<file path="config.mk">
export PLATFORM = sky130hd
export DESIGN_NAME = color_keyed_wrapping_tile_blit_core
export DESIGN_NICKNAME = d
export VERILOG_FILES = /design/src/hw/rtl/ckwtb_pkg.sv /design/src/hw/rtl/ckwtb_offset.sv /design/src/hw/rtl/ckwtb_ctrl.sv /design/src/hw/rtl/color_keyed_wrapping_tile_blit_core.sv
export SDC_FILE = /design/constraint.sdc
export NUM_CORES = 1
export LEC_CHECK = 0
export BUFFER_PORTS_ARGS = -buffer_cell sky130_fd_sc_hd__buf_2
export CORE_MARGIN = 2
export CORE_UTILIZATION = 45
export DETAILED_ROUTE_END_ITERATION = 6
export PLACE_DENSITY = 0.7
export SETUP_SLACK_MARGIN = 0.3
export SLEW_MARGIN = 10
export SYNTH_ARGS = -nofsm -noshare
export SYNTH_HDL_FRONTEND = slang
export SYNTH_HIERARCHICAL = 1
export SYNTH_SLANG_ARGS = --single-unit
</file>
<file path="constraint.sdc">
create_clock -name clk_i -period 5.98 [get_ports clk_i]
set_input_delay 0.598 -clock clk_i [delete_from_list [all_inputs] [get_ports clk_i]]
set_output_delay 0.598 -clock clk_i [all_outputs]
set_load 0.03 [all_outputs]
</file>
<file path="src/hw/rtl/ckwtb_pkg.sv">
// Shared types and constants of the color-keyed wrapping tile blit core.
`default_nettype none

package ckwtb_pkg;

  localparam int MaxDimDefault = 1024;

  localparam logic [7:0] TRANSPARENT_INDEX = 8'hFF;

  localparam logic FUNC_START = 1'b0;
  localparam logic FUNC_PIXEL = 1'b1;

  localparam logic [2:0] REG_SRC_WIDTH   = 3'd0;
  localparam logic [2:0] REG_SRC_HEIGHT  = 3'd1;
  localparam logic [2:0] REG_DST_WIDTH   = 3'd2;
  localparam logic [2:0] REG_DST_HEIGHT  = 3'd3;
  localparam logic [2:0] REG_COPY_WIDTH  = 3'd4;
  localparam logic [2:0] REG_COPY_HEIGHT = 3'd5;

  typedef struct packed {
    logic               func;
    logic [9:0]         src_x_start;
    logic [9:0]         src_y_start;
    logic signed [11:0] dst_x_start;
    logic signed [11:0] dst_y_start;
    logic [7:0]         pixel;
  } in_t;

  typedef struct packed {
    logic        write_enable;
    logic [19:0] dst_offset;
    logic [7:0]  write_data;
    logic [19:0] next_src_offset;
    logic        done_res;
    logic        ignored;
  } out_t;

  typedef struct packed {
    logic [10:0] src_width;
    logic [10:0] src_height;
    logic [10:0] dst_width;
    logic [10:0] dst_height;
    logic [10:0] copy_width;
    logic [10:0] copy_height;
  } cfg_t;

  typedef struct packed {
    logic        ignored;
    logic        done;
    logic        write_enable;
    logic [7:0]  write_data;
    logic        dst_hit;
    logic [10:0] dst_col;
    logic [10:0] dst_row;
    logic [10:0] dst_stride;
    logic        src_want;
    logic [10:0] src_col;
    logic [10:0] src_row;
    logic [10:0] src_stride;
  } step_t;

endpackage

`default_nettype wire

</file>
<file path="src/hw/rtl/ckwtb_offset.sv">
// Column-major byte offset unit: column times stride plus row, or zero when disabled.
`default_nettype none

module ckwtb_offset (
  input  wire logic        en_i,
  input  wire logic [10:0] col_i,
  input  wire logic [10:0] stride_i,
  input  wire logic [10:0] row_i,
  output logic [19:0]      offset_o
);

  logic [21:0] prod;
  logic [22:0] sum;

  assign prod = col_i * stride_i;
  assign sum = {1'b0, prod} + {12'd0, row_i};
  assign offset_o = en_i ? sum[19:0] : 20'd0;

endmodule

`default_nettype wire

</file>
<file path="src/hw/rtl/ckwtb_ctrl.sv">
// Traversal state of the blit and the per-transfer step decode.
`default_nettype none

module ckwtb_ctrl #(
  parameter int MAX_DIM = ckwtb_pkg::MaxDimDefault
) (
  input  wire logic             clk_i,
  input  wire logic             rst_ni,
  input  wire logic             fire_i,
  input  wire ckwtb_pkg::in_t   in_i,
  input  wire ckwtb_pkg::cfg_t  cfg_i,
  output ckwtb_pkg::step_t      step_o,
  output logic                  active_o
);

  localparam int CW = (MAX_DIM >= 2048) ? 11 : $clog2(MAX_DIM);

  function automatic logic [10:0] eff(input logic [10:0] v);
    eff = (32'(v) > MAX_DIM) ? 11'(MAX_DIM) : v;
  endfunction

  logic               active_q, active_d;
  logic [10:0]        col_q, col_d;
  logic [10:0]        row_q, row_d;
  logic [CW-1:0]      scol_q, scol_d;
  logic [CW-1:0]      srow_q, srow_d;
  logic [CW-1:0]      srow_start_q, srow_start_d;
  logic signed [11:0] dcs_q, dcs_d;
  logic signed [11:0] drs_q, drs_d;

  logic [10:0] ew, eh, dw, dh;
  logic [10:0] sx_sel, sy_sel;
  logic [12:0] x2, y2;
  logic        hit;
  logic [11:0] row_inc, col_inc, srow_inc, scol_inc;
  logic        row_end, col_end;
  logic [10:0] srow_a, scol_a, srow_b, scol_n;
  logic [10:0] scol_ext, srow_ext, srow_start_ext;

  assign ew = eff(cfg_i.src_width);
  assign eh = eff(cfg_i.src_height);
  assign dw = eff(cfg_i.dst_width);
  assign dh = eff(cfg_i.dst_height);

  assign scol_ext = 11'(scol_q);
  assign srow_ext = 11'(srow_q);
  assign srow_start_ext = 11'(srow_start_q);

  assign sx_sel = ({1'b0, in_i.src_x_start} < ew) ? {1'b0, in_i.src_x_start} : 11'd0;
  assign sy_sel = ({1'b0, in_i.src_y_start} < eh) ? {1'b0, in_i.src_y_start} : 11'd0;

  assign x2 = {dcs_q[11], dcs_q} + {2'b00, col_q};
  assign y2 = {drs_q[11], drs_q} + {2'b00, row_q};
  assign hit = !x2[12] && !y2[12] && (x2[11:0] < {1'b0, dw}) && (y2[11:0] < {1'b0, dh});

  assign row_inc = {1'b0, row_q} + 12'd1;
  assign col_inc = {1'b0, col_q} + 12'd1;
  assign srow_inc = {1'b0, srow_ext} + 12'd1;
  assign scol_inc = {1'b0, scol_ext} + 12'd1;
  assign row_end = row_inc >= {1'b0, cfg_i.copy_height};
  assign col_end = col_inc >= {1'b0, cfg_i.copy_width};
  assign srow_a = (srow_inc >= {1'b0, eh}) ? 11'd0 : srow_inc[10:0];
  assign scol_a = (scol_inc >= {1'b0, ew}) ? 11'd0 : scol_inc[10:0];

  always_comb begin
    active_d = active_q;
    col_d = col_q;
    row_d = row_q;
    scol_d = scol_q;
    srow_d = srow_q;
    srow_start_d = srow_start_q;
    dcs_d = dcs_q;
    drs_d = drs_q;
    srow_b = srow_ext;
    scol_n = scol_ext;
    step_o = '0;
    step_o.dst_col = x2[10:0];
    step_o.dst_row = y2[10:0];
    step_o.dst_stride = dh;
    step_o.src_stride = eh;
    if (in_i.func == ckwtb_pkg::FUNC_START) begin
      scol_d = sx_sel[CW-1:0];
      srow_start_d = sy_sel[CW-1:0];
      srow_d = sy_sel[CW-1:0];
      dcs_d = in_i.dst_x_start;
      drs_d = in_i.dst_y_start;
      col_d = '0;
      row_d = '0;
      if (cfg_i.copy_width == 11'd0 || cfg_i.copy_height == 11'd0) begin
        active_d = 1'b0;
        step_o.done = 1'b1;
      end else begin
        active_d = 1'b1;
        step_o.src_want = 1'b1;
        step_o.src_col = sx_sel;
        step_o.src_row = sy_sel;
      end
    end else if (!active_q) begin
      step_o.ignored = 1'b1;
    end else begin
      step_o.write_data = in_i.pixel;
      step_o.dst_hit = hit;
      step_o.write_enable = hit && (in_i.pixel != ckwtb_pkg::TRANSPARENT_INDEX);
      if (row_end) begin
        row_d = '0;
        srow_b = srow_start_ext;
        scol_n = scol_a;
        if (col_end) begin
          active_d = 1'b0;
          col_d = '0;
          step_o.done = 1'b1;
        end else begin
          col_d = col_inc[10:0];
        end
      end else begin
        row_d = row_inc[10:0];
        srow_b = srow_a;
      end
      scol_d = scol_n[CW-1:0];
      srow_d = (srow_b >= eh) ? '0 : srow_b[CW-1:0];
      step_o.src_want = active_d;
      step_o.src_col = scol_n;
      step_o.src_row = srow_b;
    end
  end

  always_ff @(posedge clk_i or negedge rst_ni) begin
    if (!rst_ni) begin
      active_q <= 1'b0;
      col_q <= '0;
      row_q <= '0;
      scol_q <= '0;
      srow_q <= '0;
      srow_start_q <= '0;
      dcs_q <= '0;
      drs_q <= '0;
    end else if (fire_i) begin
      active_q <= active_d;
      col_q <= col_d;
      row_q <= row_d;
      scol_q <= scol_d;
      srow_q <= srow_d;
      srow_start_q <= srow_start_d;
      dcs_q <= dcs_d;
      drs_q <= drs_d;
    end
  end

  assign active_o = active_q;

endmodule

`default_nettype wire

</file>
<file path="src/hw/rtl/color_keyed_wrapping_tile_blit_core.sv">
// Top level of the color-keyed wrapping tile blit core.
//
// Usage: program the six geometry registers through the write port while the core is
// idle, then send a start transfer (func 0) with the source and destination start
// coordinates. Its result carries next_src_offset, the first source byte to fetch.
// Each following pixel transfer (func 1) carries that byte and returns one destination
// write (write_enable, dst_offset, write_data) plus the next source offset; done_res
// marks the last pixel of the job, or a start whose copy is empty.
// Both channels use valid/ready. An accepted transfer passes through a decode stage
// that advances the traversal state at the accepting edge, then two 11x11 offset
// multipliers feeding the output register.
// The core sustains one transfer per cycle unless the receiver stalls; a new transfer is
// accepted while earlier results are still in flight or waiting in the output register.
// When the receiver stalls, the output register holds its result, the decode stage
// fills, and only then is ready dropped; nothing is lost or repeated.
// Reset clears the job state and both pipeline stages, and sets the geometry
// registers to width and height 1 with an empty copy size.
`default_nettype none

module color_keyed_wrapping_tile_blit_core #(
  parameter int MAX_DIM = ckwtb_pkg::MaxDimDefault
) (
  input  wire logic             clk_i,
  input  wire logic             rst_ni,
  input  wire logic             in_valid_i,
  output logic                  in_ready_o,
  input  wire ckwtb_pkg::in_t   in_data_i,
  output logic                  out_valid_o,
  input  wire logic             out_ready_i,
  output ckwtb_pkg::out_t       out_data_o,
  input  wire logic             cfg_we_i,
  input  wire logic [2:0]       cfg_idx_i,
  input  wire logic [10:0]      cfg_wdata_i
);

  ckwtb_pkg::cfg_t  cfg_q;
  ckwtb_pkg::step_t step_d, step_q;
  ckwtb_pkg::out_t  out_d, out_q;
  logic             a_valid_q, out_valid_q;
  logic             a_adv, in_fire;
  logic             active;
  logic [19:0]      dst_off, src_off;

  always_ff @(posedge clk_i or negedge rst_ni) begin
    if (!rst_ni) begin
      cfg_q.src_width <= 11'd1;
      cfg_q.src_height <= 11'd1;
      cfg_q.dst_width <= 11'd1;
      cfg_q.dst_height <= 11'd1;
      cfg_q.copy_width <= 11'd0;
      cfg_q.copy_height <= 11'd0;
    end else if (cfg_we_i) begin
      case (cfg_idx_i)
        ckwtb_pkg::REG_SRC_WIDTH:   cfg_q.src_width <= cfg_wdata_i;
        ckwtb_pkg::REG_SRC_HEIGHT:  cfg_q.src_height <= cfg_wdata_i;
        ckwtb_pkg::REG_DST_WIDTH:   cfg_q.dst_width <= cfg_wdata_i;
        ckwtb_pkg::REG_DST_HEIGHT:  cfg_q.dst_height <= cfg_wdata_i;
        ckwtb_pkg::REG_COPY_WIDTH:  cfg_q.copy_width <= cfg_wdata_i;
        ckwtb_pkg::REG_COPY_HEIGHT: cfg_q.copy_height <= cfg_wdata_i;
        default: begin
        end
      endcase
    end
  end

  assign a_adv = !out_valid_q || out_ready_i;
  assign in_ready_o = !a_valid_q || a_adv;
  assign in_fire = in_valid_i && in_ready_o;

  ckwtb_ctrl #(
    .MAX_DIM(MAX_DIM)
  ) u_ctrl (
    .clk_i   (clk_i),
    .rst_ni  (rst_ni),
    .fire_i  (in_fire),
    .in_i    (in_data_i),
    .cfg_i   (cfg_q),
    .step_o  (step_d),
    .active_o(active)
  );

  always_ff @(posedge clk_i or negedge rst_ni) begin
    if (!rst_ni) begin
      a_valid_q <= 1'b0;
    end else if (in_ready_o) begin
      a_valid_q <= in_valid_i;
    end
  end

  always_ff @(posedge clk_i) begin
    if (in_fire) begin
      step_q <= step_d;
    end
  end

  ckwtb_offset u_dst_off (
    .en_i    (step_q.dst_hit),
    .col_i   (step_q.dst_col),
    .stride_i(step_q.dst_stride),
    .row_i   (step_q.dst_row),
    .offset_o(dst_off)
  );

  ckwtb_offset u_src_off (
    .en_i    (step_q.src_want),
    .col_i   (step_q.src_col),
    .stride_i(step_q.src_stride),
    .row_i   (step_q.src_row),
    .offset_o(src_off)
  );

  always_comb begin
    out_d.write_enable = step_q.write_enable;
    out_d.dst_offset = dst_off;
    out_d.write_data = step_q.write_data;
    out_d.next_src_offset = src_off;
    out_d.done_res = step_q.done;
    out_d.ignored = step_q.ignored;
  end

  always_ff @(posedge clk_i or negedge rst_ni) begin
    if (!rst_ni) begin
      out_valid_q <= 1'b0;
    end else if (a_adv) begin
      out_valid_q <= a_valid_q;
    end
  end

  always_ff @(posedge clk_i) begin
    if (a_adv && a_valid_q) begin
      out_q <= out_d;
    end
  end

  assign out_valid_o = out_valid_q;
  assign out_data_o = out_q;

  a_stage_drains: assert property (@(posedge clk_i) disable iff (!rst_ni)
    a_valid_q && !out_valid_q |=> out_valid_q)
    else $error("Decode stage result did not reach the output register.");

  a_ignored_clean: assert property (@(posedge clk_i) disable iff (!rst_ni)
    out_valid_q && out_q.ignored |->
      !out_q.write_enable && !out_q.done_res && out_q.dst_offset == 20'd0 &&
      out_q.next_src_offset == 20'd0)
    else $error("Ignored pixel transfer produced a nonzero result.");

  a_key_never_written: assert property (@(posedge clk_i) disable iff (!rst_ni)
    out_valid_q && out_q.write_enable |-> out_q.write_data != ckwtb_pkg::TRANSPARENT_INDEX)
    else $error("Transparent index was written to the destination.");

  a_idle_pixel_ignored: assert property (@(posedge clk_i) disable iff (!rst_ni)
    in_fire && in_data_i.func == ckwtb_pkg::FUNC_PIXEL && !active |=> step_q.ignored)
    else $error("Pixel transfer without an active job was not flagged.");

  a_done_ends_job: assert property (@(posedge clk_i) disable iff (!rst_ni)
    in_fire && step_d.done |=> !active)
    else $error("Job still active after its done result.");

endmodule

`default_nettype wire

</file>
==> impl_results.md <==
- Placement Setup Slack: 0.702 ns
- # clock sinks: 275
- Rows: 82
- Commonest non-fill, non-tap cell in the layout: nand2_1
- Share of cells above drive strength 1: 12.9%
- RSZ-0062 raised after global routing: false
- Most frequent cells in the layout: nand2_1, inv_1, ha_1
- Area Growth Syn to Fin: 10.4%
- Worst slew pin tran: 1.15 ns
- CTS Buf Count: 35
- Total congestion overflow: 0
- Final slew viol count: 0
- Antenna violations before repair: 4
- First-pass GRT wire length: 89,700 µm
- Crit start category: flip-flop
- Fin crit share: 88.5%
- RD Place Congestion: 0.951
- Maximum number of pins on one net before global-route repair: just over 90
- Setup WS post-layout: 0.688 ns
- Synth Warn #: 6
- FFs w/ async S/R, synth: 52.7%
- Ys flop type: dfrtp_1
- Leakage: 12.3 nW
- Initial core utilization: 45.7%
- Max clock buf depth: 3
- Worst flop-to-flop path startpoint: step_q[60]
- VDD IR max: 379 µV
- Setup bufs post-CTS: 0
- Vias in the first global route: 16,800
- DR vias: about 16,000
- Clock Tree Root: clkbuf_16
- Largest cells by area after synthesis: edfxtp_1, fa_1, dfrtp_1
- Clock-pin slew on the worst setup and hold paths: 0.06 ns
- Full die area: 52,900 µm²
- Core Area: 50,300 µm²
- H-tree Lvls: 2
- Worst-Skew Late Latency: 0.56 ns
- CTS Hold Buffers Added: 0
- Most numerous cell on the critical path: fa_1
- Post-detail-place hpwl: 43,500 µm
- Slew HR: 22.9%
- Worst Clk Skew: 0.0269 ns
- Port buffer count: 124
- Post-synthesis cell type count: 98
- CTS tree: done
- Hold violation total from the final report: 0
- Number of flops mapped to enable cells by yosys: between 100 and 150
- Critical path origin: step_q[60]
- Synth top area share: 17.0%
- Boundary Pins: 125
- Die X: 230 µm
- Seq cells post-synth: 275
- Cells after synthesis: 2,301
- Seq/Total Area, Yosys: 32.8%
- Achievable Freq: about 0.19 GHz
- Outcome: completed
- Number of diodes: 0
- Max cap viols: 0
- Worst setup path class: reg -> reg
- Area leader, netlist: edfxtp_1
- Drt first pass iters: 7
- Antenna Nets Post-Route: 0
- Crit-path cells: and2_1, fa_1, fa_1, fa_1, fa_1, inv_1, fa_1, inv_1, ha_1, and4_1, a21oi_1, o211ai_1, or2_4, nor4b_4, a211o_1
- Sum Neg Setup Slack: 0 ns
- Worst Hold Class: in -> async
- Crit path time final: 5.29 ns
- Die H: 230 µm
- Post-Syn Area: 23,000 µm²
- Largest stage delay on the critical path: 0.58 ns
- CP max FO: 11
- Max stage delay cell, worst path: fa_1
- CP Capture Type: flip-flop
- Drt wl/cell: roughly 18 µm
- Pwr/cell area: 557 nW/µm²
- DRT Wirelength: approximately 55,000 µm
- Final Setup Violations: 0
- DRC viols: 0
- Nets@finish: 2,860
- WP data required: between 6 and 7 ns
- Drt via density: 5.33
- Initial DRC count: 1,078
- Syn Area/Cell: 9.99 µm²
- CTS resizes: 0
- Critical Path AT: 5.59 ns
- Global Route Usage Sum: 21.3%
- Fillcell total: between 4,000 and 5,000
- Syn Nets: approximately 2,800
-- report_power, final --
part | total (mW) | internal, mW | switching (mW)
Sequential | 2.99 | 2.61 | 0.373
Combinational | 8.92 | 3.71 | 5.20
Clock | 2.22 | 1.35 | 0.864
Total | 14.1 | 7.68 | 6.44
-- stage by stage --
stage                     hold WS, ns  power (mW)  utilization, %  instance area (µm²)  instances
after floorplan                 0.302        9.95               -                23000       2301
after global placement          0.403        11.6            48.1                24200       3020
after detailed placement        0.405        11.9            48.1                24200       3020
after CTS                       0.148        14.2            50.5                25400       3083
after global routing            0.192        15.5            50.5                25400       3083
final                           0.124        14.1            50.5                25400       3083
-- cell families after synthesis --
kind of cell / count (synthesis) / share of synthesized area [%]
buffers and inverters: 428 / 7.22
xor gates and xnor gates: 80 / 3.05
muxes: 83 / 3.98
adders and majority gates: 403 / 27.9
and+or+nand+nor: 723 / 15.1
DFF: 275 / 32.8
AOI/OAI and AO/OA: 309 / 9.93
-- Yosys cell counts, types with 16 or more instances --
cell type,n
dfrtp_1,141
nor3_1,20
a21oi_1,58
and2_1,116
nor2_1,71
xor2_1,34
inv_1,339
clkbuf_1,68
mux2_2,68
o21ai_0,49
nand3_1,38
nand2b_1,21
ha_1,221
nand2_1,363
xnor2_1,46
edfxtp_1,130
fa_1,182
nor2b_1,16
and3_1,17
o211ai_1,23
a21o_1,19
-- flip-flops by register name, summed over array words and instances, names as in the netlist, 10 cells and up --
name                 count
cfg_q                   66
out_d                   11
out_data_o              51
step_q                  68
u_ctrl/col_q            11
u_ctrl/dcs_q            12
u_ctrl/drs_q            12
u_ctrl/row_q            11
u_ctrl/scol_q           10
u_ctrl/srow_q           10
u_ctrl/srow_start_q     10
-- final timing paths --
path | cells past startpoint | end | slack (ns)
max in group asynchronous | 2 | u_ctrl/srow_start_q[5] | 4.57
max reg2reg | 15 | out_data_o[48] | 0.69
max | 15 | out_data_o[48] | 0.69
min in group clk_i | 3 | u_ctrl/dcs_q[3] | 0.24
min reg2reg | 0 | out_data_o[25] | 0.41
min | 1 | u_ctrl/dcs_q[4] | 0.12
-- layer usage --
metal	routed length, µm	global-route usage [%]
met3	2920	2.88
met1	25400	29.7
met4	1730	7.12
met5	7	0
met2	25300	34.1
-- final cells by class --
class | instances | area (µm²) | share of cell area, %
Clock inverter | 20 | 262 | 1.03
Sequential cell | 275 | 7540 | 29.7
Timing Repair Buffer | 134 | 702 | 2.77
Multi-Input combinational cell | 1598 | 13800 | 54.4
Tap cell | 672 | 841 | 3.31
Clock buffer | 43 | 947 | 3.73
Inverter | 341 | 1280 | 5.05
-- worst max-delay path: cells and delay by family, from the launching register on --
| kind | cells | cell delay (ns) |
|---|---|---|
| AOI/OAI and AO/OA | 3 | 0.47 |
| adders and majority gates | 6 | 2.99 |
| buffers and inverters | 2 | 0.09 |
| DFF | 1 | 0.57 |
| and+or+nand+nor | 4 | 0.90 |
Note: power is estimated with default switching activity, not from simulation.
